--- src/rtl/core/cau_pkg.sv ---
`timescale 1ns / 1ps
package cau_pkg;

    localparam int CAU_DW  = 16;                    // data width, Q4.12
    localparam int CAU_FB  = 12;                    // fraction bits
    localparam int CAU_PW  = 2 * CAU_DW;            // product width
    localparam int CAU_SW  = CAU_PW + 2;            // sum width with rounding headroom
    localparam int CAU_RW  = CAU_PW + 1;            // divider remainder / magnitude width
    localparam int CAU_QB  = CAU_DW + 1;            // quotient bits, one round bit below LSB
    localparam int CAU_DVW = CAU_RW + CAU_FB + 1;   // scaled dividend width
    localparam int CAU_CW  = CAU_PW + CAU_QB + 1;   // range check compare width

    localparam logic signed [CAU_SW-1:0] CAU_MAXV = CAU_SW'((1 << (CAU_DW - 1)) - 1);
    localparam logic signed [CAU_SW-1:0] CAU_MINV = -CAU_MAXV - CAU_SW'(1);
    localparam logic signed [CAU_SW-1:0] CAU_HALF = CAU_SW'(1 << (CAU_FB - 1));

    typedef enum logic [1:0] {
        OP_ADD = 2'd0,
        OP_SUB = 2'd1,
        OP_MUL = 2'd2,
        OP_DIV = 2'd3
    } t_op;

    typedef struct packed {
        t_op                      req_type;
        logic signed [CAU_DW-1:0] a_real;
        logic signed [CAU_DW-1:0] a_imag;
        logic signed [CAU_DW-1:0] b_real;
        logic signed [CAU_DW-1:0] b_imag;
    } t_req;

    typedef struct packed {
        logic signed [CAU_DW-1:0] res_real;
        logic signed [CAU_DW-1:0] res_imag;
        logic                     overflow;
        logic                     div_by_zero;
    } t_res;

    // one divider lane: partial remainder plus a shift register that feeds
    // dividend bits out at the top and takes quotient bits in at the bottom
    typedef struct packed {
        logic              neg;
        logic              ovf;
        logic [CAU_RW-1:0] rem;
        logic [CAU_QB-1:0] bits;
    } t_lane;

    typedef struct packed {
        t_op                      op;
        logic signed [CAU_SW-1:0] sum_re;
        logic signed [CAU_SW-1:0] sum_im;
        logic [CAU_PW-1:0]        den;
        logic                     dz;
        t_lane                    lane_re;
        t_lane                    lane_im;
    } t_stage;

endpackage

--- src/rtl/core/cau_div_step.sv ---
`timescale 1ns / 1ps
module cau_div_step import cau_pkg::*; (
    input  logic   i_clk,
    input  logic   i_rst_n,
    input  logic   i_valid,
    input  t_stage i_stage,
    output logic   o_stall,
    output logic   o_valid,
    output t_stage o_stage,
    input  logic   i_stall
);

    logic   r_v;
    t_stage r_stage;
    t_stage n_stage;

    // shift in one dividend bit, subtract the divisor if it fits
    function automatic t_lane step_lane(input t_lane l, input logic [CAU_PW-1:0] den);
        t_lane             o;
        logic [CAU_RW-1:0] sh;
        logic              fit;
        sh     = {l.rem[CAU_RW-2:0], l.bits[CAU_QB-1]};
        fit    = sh >= CAU_RW'(den);
        o      = l;
        o.rem  = fit ? sh - CAU_RW'(den) : sh;
        o.bits = {l.bits[CAU_QB-2:0], fit};
        return o;
    endfunction

    always_comb begin
        n_stage         = i_stage;
        n_stage.lane_re = step_lane(i_stage.lane_re, i_stage.den);
        n_stage.lane_im = step_lane(i_stage.lane_im, i_stage.den);
    end

    assign o_stall = r_v && i_stall;
    assign o_valid = r_v;
    assign o_stage = r_stage;

    always_ff @(posedge i_clk) begin
        if (!i_rst_n) begin
            r_v <= 1'b0;
        end else if (!o_stall) begin
            r_v <= i_valid;
        end
    end

    always_ff @(posedge i_clk) begin
        if (!o_stall) r_stage <= n_stage;
    end

endmodule

--- config.mk ---
export PLATFORM = sky130hd
export DESIGN_NAME = cau_div_step
export DESIGN_NICKNAME = d
export VERILOG_FILES = /design/src/rtl/core/cau_pkg.sv /design/src/rtl/core/cau_div_step.sv
export SDC_FILE = /design/constraint.sdc
export NUM_CORES = 1
export LEC_CHECK = 0
export BUFFER_PORTS_ARGS = -buffer_cell sky130_fd_sc_hd__buf_2
export CAP_MARGIN = 10
export CORE_ASPECT_RATIO = 1.5
export CORE_UTILIZATION = 31
export CTS_CLUSTER_SIZE = 40
export DETAILED_ROUTE_END_ITERATION = 7
export HOLD_SLACK_MARGIN = 0.06
export MAX_ROUTING_LAYER = met4
export PLACE_DENSITY = 0.66
export SETUP_SLACK_MARGIN = 0.05
export SYNTH_ARGS = -nofsm -noshare
export SYNTH_HDL_FRONTEND = slang
export SYNTH_SLANG_ARGS = --single-unit
--- constraint.sdc ---
create_clock -name i_clk -period 10.7 [get_ports i_clk]
set_input_delay 2.14 -clock i_clk [delete_from_list [all_inputs] [get_ports i_clk]]
set_output_delay 2.14 -clock i_clk [all_outputs]
set_load 0.02 [all_outputs]
* Word level (Yosys, flattened, before mapping)
Cells that the tools add are included.
** Operators by class
- Order comparisons :: 2
- Reduce and logical (&&, ||, !) cells :: 1
- Add/subtract/negate cells :: 2
- Mux-type cells :: 2
** Operators with widths (count)
- 33-bit by 32-bit greater-or-equal comparator with 1-bit output :: 2
- 33-bit two-way mux :: 2
- 33-bit by 32-bit subtractor with 33-bit output :: 2
- 1-bit logical AND :: 1
** Word-level totals
- Flip-flop bits (word level) :: 208
- Word-level logic and storage cells :: 21

* Logic depth before layout (Yosys ltp)
- Depth after elaboration :: 2
- Gate-level depth with buffers :: 15
- Depth with buffers taken out :: 13

* Least setup slack after synthesis
OpenSTA, ideal clock, no wires.
- Path kind :: input to output
- Start :: input i_stall
- End :: output o_stall
- Stages on the path :: 2
- Buffers on the path :: 0
- Path slack :: 1.083 ns
- Arrival time :: 7.477 ns
- Cells stage by stage :: nand2_1 -> inv_1
** On the way
- Longest elaborated chain between the ends :: 1
** Ends and longest elaborated chain
- start, declared :: RTL line cau_div_step.sv:10 : input logic i_stall
- 1-bit logical AND :: RTL line cau_div_step.sv:36 : assign o_stall = r_v && i_stall;
- end, declared :: RTL line cau_div_step.sv:7 : output logic o_stall,
No other way between the ends.

==> metrics <==
status=finished clean; RePlAce Congestion=0.894; Clk pwr share=33.4%; Worst Tran Pin Value=1.06 ns; synthesized flop and latch total=208; Yosys Warn Count=0; Peak VDD IR=129 uV; Avg Cell Area, Syn=12.9 um^2; Leak=6.17 nW; buffers plus inverters on the worst setup path=3; Initial DRC Count=323; Layout Area Growth over Synthesis=32.2%; Nets=1500; power density over the cells=175 nW/um^2; Post-CTS Setup Bufs=0; worst min-delay path class=flip-flop to flip-flop; CTS Hold Bufs=0; io pins=420; Total Routed Length=34.8 mm; vias in the first global route=7972; Mapped Area=10300 um^2; Rel. slew slack=29.1%; cts bufs inserted=22; Sw Share=29.4%; CTS tree=built; largest family of logic cells by synthesized area=compound AO/OA/AOI/OAI gates; CTS sink cnt=208; Root Buffer Master=clkbuf_16; Horiz. Die Dim=151 um; vias per cell=4.80; Clk pin slew, worst setup/hold paths=0.06 ns; fmax=182 MHz; skew final=0.0117 ns; critical path cell sequence=buf_2, inv_1, ha_1, nand3_1, or2_2, a21oi_1, o211ai_1, o211ai_1, o2111ai_1, nand2_1, a31o_2, buf_4, mux2_2; Post-DP Area=12800 um^2; Tcrit/Tclk final=51.4%; Worst Setup End Kind=flip-flop; final non-filler cell total=1668; area share of xor/xnor cells in the synthesized design=4.51%; ys async rst share=0%; number of placed cells counting well taps=1614; All-Layer GR Usage=20.2%; Logic pwr share=23.2%; sequential share of power=43.3%; port buffer count=417; Die Ht=225 um; worst-case clock buffer depth=3; fin crit period=5.50 ns; DR pass1 iterations=5; RSZ-0062 raised after global routing=no; Resized cells post-CTS=0; clk_lat worst skew=0.52 ns; Crit Path Class=primary input to flip-flop; DRC=0; top_reg_cell synth=edfxtp_1; final hold vios=0; max-slew violation count=0; total chip power=2.38 mW; slowest cell on the critical path=a31o_2; mux contribution to synthesized area=3.17%; H-tree depth=1; DR vias=8010; Largest stage delay, worst path=0.60 ns; GRT overflow=0; die area=34000 um^2; cells after synthesis=798; fin area=13600 um^2; drt wl/cell=20.8 um; row count=81; max cap viols=0; post-synthesis adder-cell area fraction=8.17%; Critical Path RT=10.98 ns; DRT antenna net count=0; setup TNS=0 ns; CP most frequent cell=o211ai_1; initial antenna violation count=18; Synth Area in Simple Gates=7.11%; crit-path max FO=29; Cell variety after synth=56; Crit path max-delay family=compound AO/OA/AOI/OAI gates; final core occ=41.7%; Arr. time, crit path=5.78 ns; fillers=3122; NetSw=699 uW; largest net degree at the start of global routing=73; Setup crit start kind=primary input; Initial Util=31.6%; first-pass GRT wire length=48.0 mm; layout cells sized above 1=39.5%; Post-Syn Nets=1075; internal power=1.68 mW; Core Area=32600 um^2; sequential-to-total area share from yosys stat=60.6%; complex-gate fraction of the synthesized area=13.9%; final setup fails=0; number of flops mapped to enable cells by yosys=207; post-DP HPWL=28.3 mm
==> stage by stage <==
stage | hold WS [ns] | worst slack (ns)
final | 0.845 | 5.20
after global routing | 0.884 | 5.03
after CTS | 0.854 | 5.17
after detailed placement | 0.843 | 4.62
after global placement | 0.837 | 4.65
after floorplan | 2.24 | 1.08
==> metal layers <==
layer  vias up  global-route usage, %  wire length, um
met4         0                   6.90             1030
li1       3876                      -                -
met2       353                   35.5            17500
met3        53                   8.04             3870
met5         -                      -                0
met1      3728                   20.1            12300
==> cell families after synthesis <==
group,after synthesis
buffers and inverters,62
XOR/XNOR,53
flip-flops,208
AND/OR/NAND/NOR,161
multiplexers,25
adder cells (fa/ha/maj),66
AO/OA/AOI/OAI,223
==> layout by cell type (no fill, tap or decap), types with 5 or more instances in the layout <==
cell / instances
buf_2: 417
edfxtp_1: 207
a21oi_1: 89
nor2_1: 70
ha_1: 64
inv_1: 42
a21o_1: 38
o21ai_0: 34
nand2_1: 33
xnor2_1: 28
xor2_1: 25
clkbuf_16: 23
diode_2: 14
mux2_2: 13
nand3_1: 12
mux2_4: 12
and3_1: 11
o21a_1: 10
nor2b_1: 9
a31oi_1: 9
nand2b_1: 7
nand4_1: 5
==> cell type report <==
class / count / area (um^2) / share of cell area (%)
Sequential cell: 208 / 6240 / 45.8
Multi-Input combinational cell: 528 / 3800 / 27.9
Timing Repair Buffer: 421 / 2120 / 15.6
Clock buffer: 26 / 587 / 4.31
Tap cell: 415 / 519 / 3.82
Inverter: 42 / 158 / 1.16
Clock inverter: 14 / 156 / 1.15
Antenna cell: 14 / 35.0 / 0.257
==> state kept, by name, indices dropped and copies added (netlist names) <==
name / cells
o_valid: 1
o_stage: 207
==> worst register-to-register path: stages, from the launching register on <==
cell	delay, ns
dfxtp_1	0.33
nand2_4	0.31
buf_4	0.68
buf_4	0.74
==> synthesized netlist by cell type, types with 4 or more instances <==
cell type	count	area [um^2]
nor2_1	70	263
buf_6	4	45.0
nand3_1	12	60.1
o21ai_0	34	170
buf_2	6	30.0
nor2b_1	9	56.3
ha_1	64	801
mux2_4	12	180
nand2b_1	7	43.8
nor3_1	4	20.0
o21bai_1	4	30.0
and3_1	11	68.8
a31oi_1	9	56.3
xnor2_1	28	245
nand2_1	34	128
nand4_1	5	31.3
a21o_1	38	285
a21oi_1	89	445
o31ai_1	4	30.0
clkbuf_1	10	37.5
o211ai_1	4	30.0
mux2_2	13	146
o21a_1	10	75.1
edfxtp_1	207	6220
o31a_1	4	35.0
inv_1	42	158
xor2_1	25	219
==> power by group through the flow <==
stage / logic (mW) / clock network [mW] / registers [mW]
floorplan: 0.234 / 0 / 1.17
global placement: 0.553 / 0 / 1.05
detailed placement: 0.556 / 0 / 1.05
CTS: 0.559 / 0.822 / 1.03
global route: 0.601 / 0.843 / 1.04
finish: 0.553 / 0.796 / 1.03
==> final timing paths <==
kind | to | slack [ns] | startpoint | depth (start not counted)
setup / recovery | o_stage[40]$_DFFE_PN_ | 5.20 | i_stage[113] | 13
hold / removal | o_stage[3]$_DFFE_PN_ | 0.85 | o_valid$_SDFFE_PN0N_ | 1
setup reg to reg | o_stage[20]$_DFFE_PN_ | 8.21 | o_valid$_SDFFE_PN0N_ | 3
hold reg to reg | o_stage[3]$_DFFE_PN_ | 0.85 | o_valid$_SDFFE_PN0N_ | 1
(Power assumes the default switching activity.)
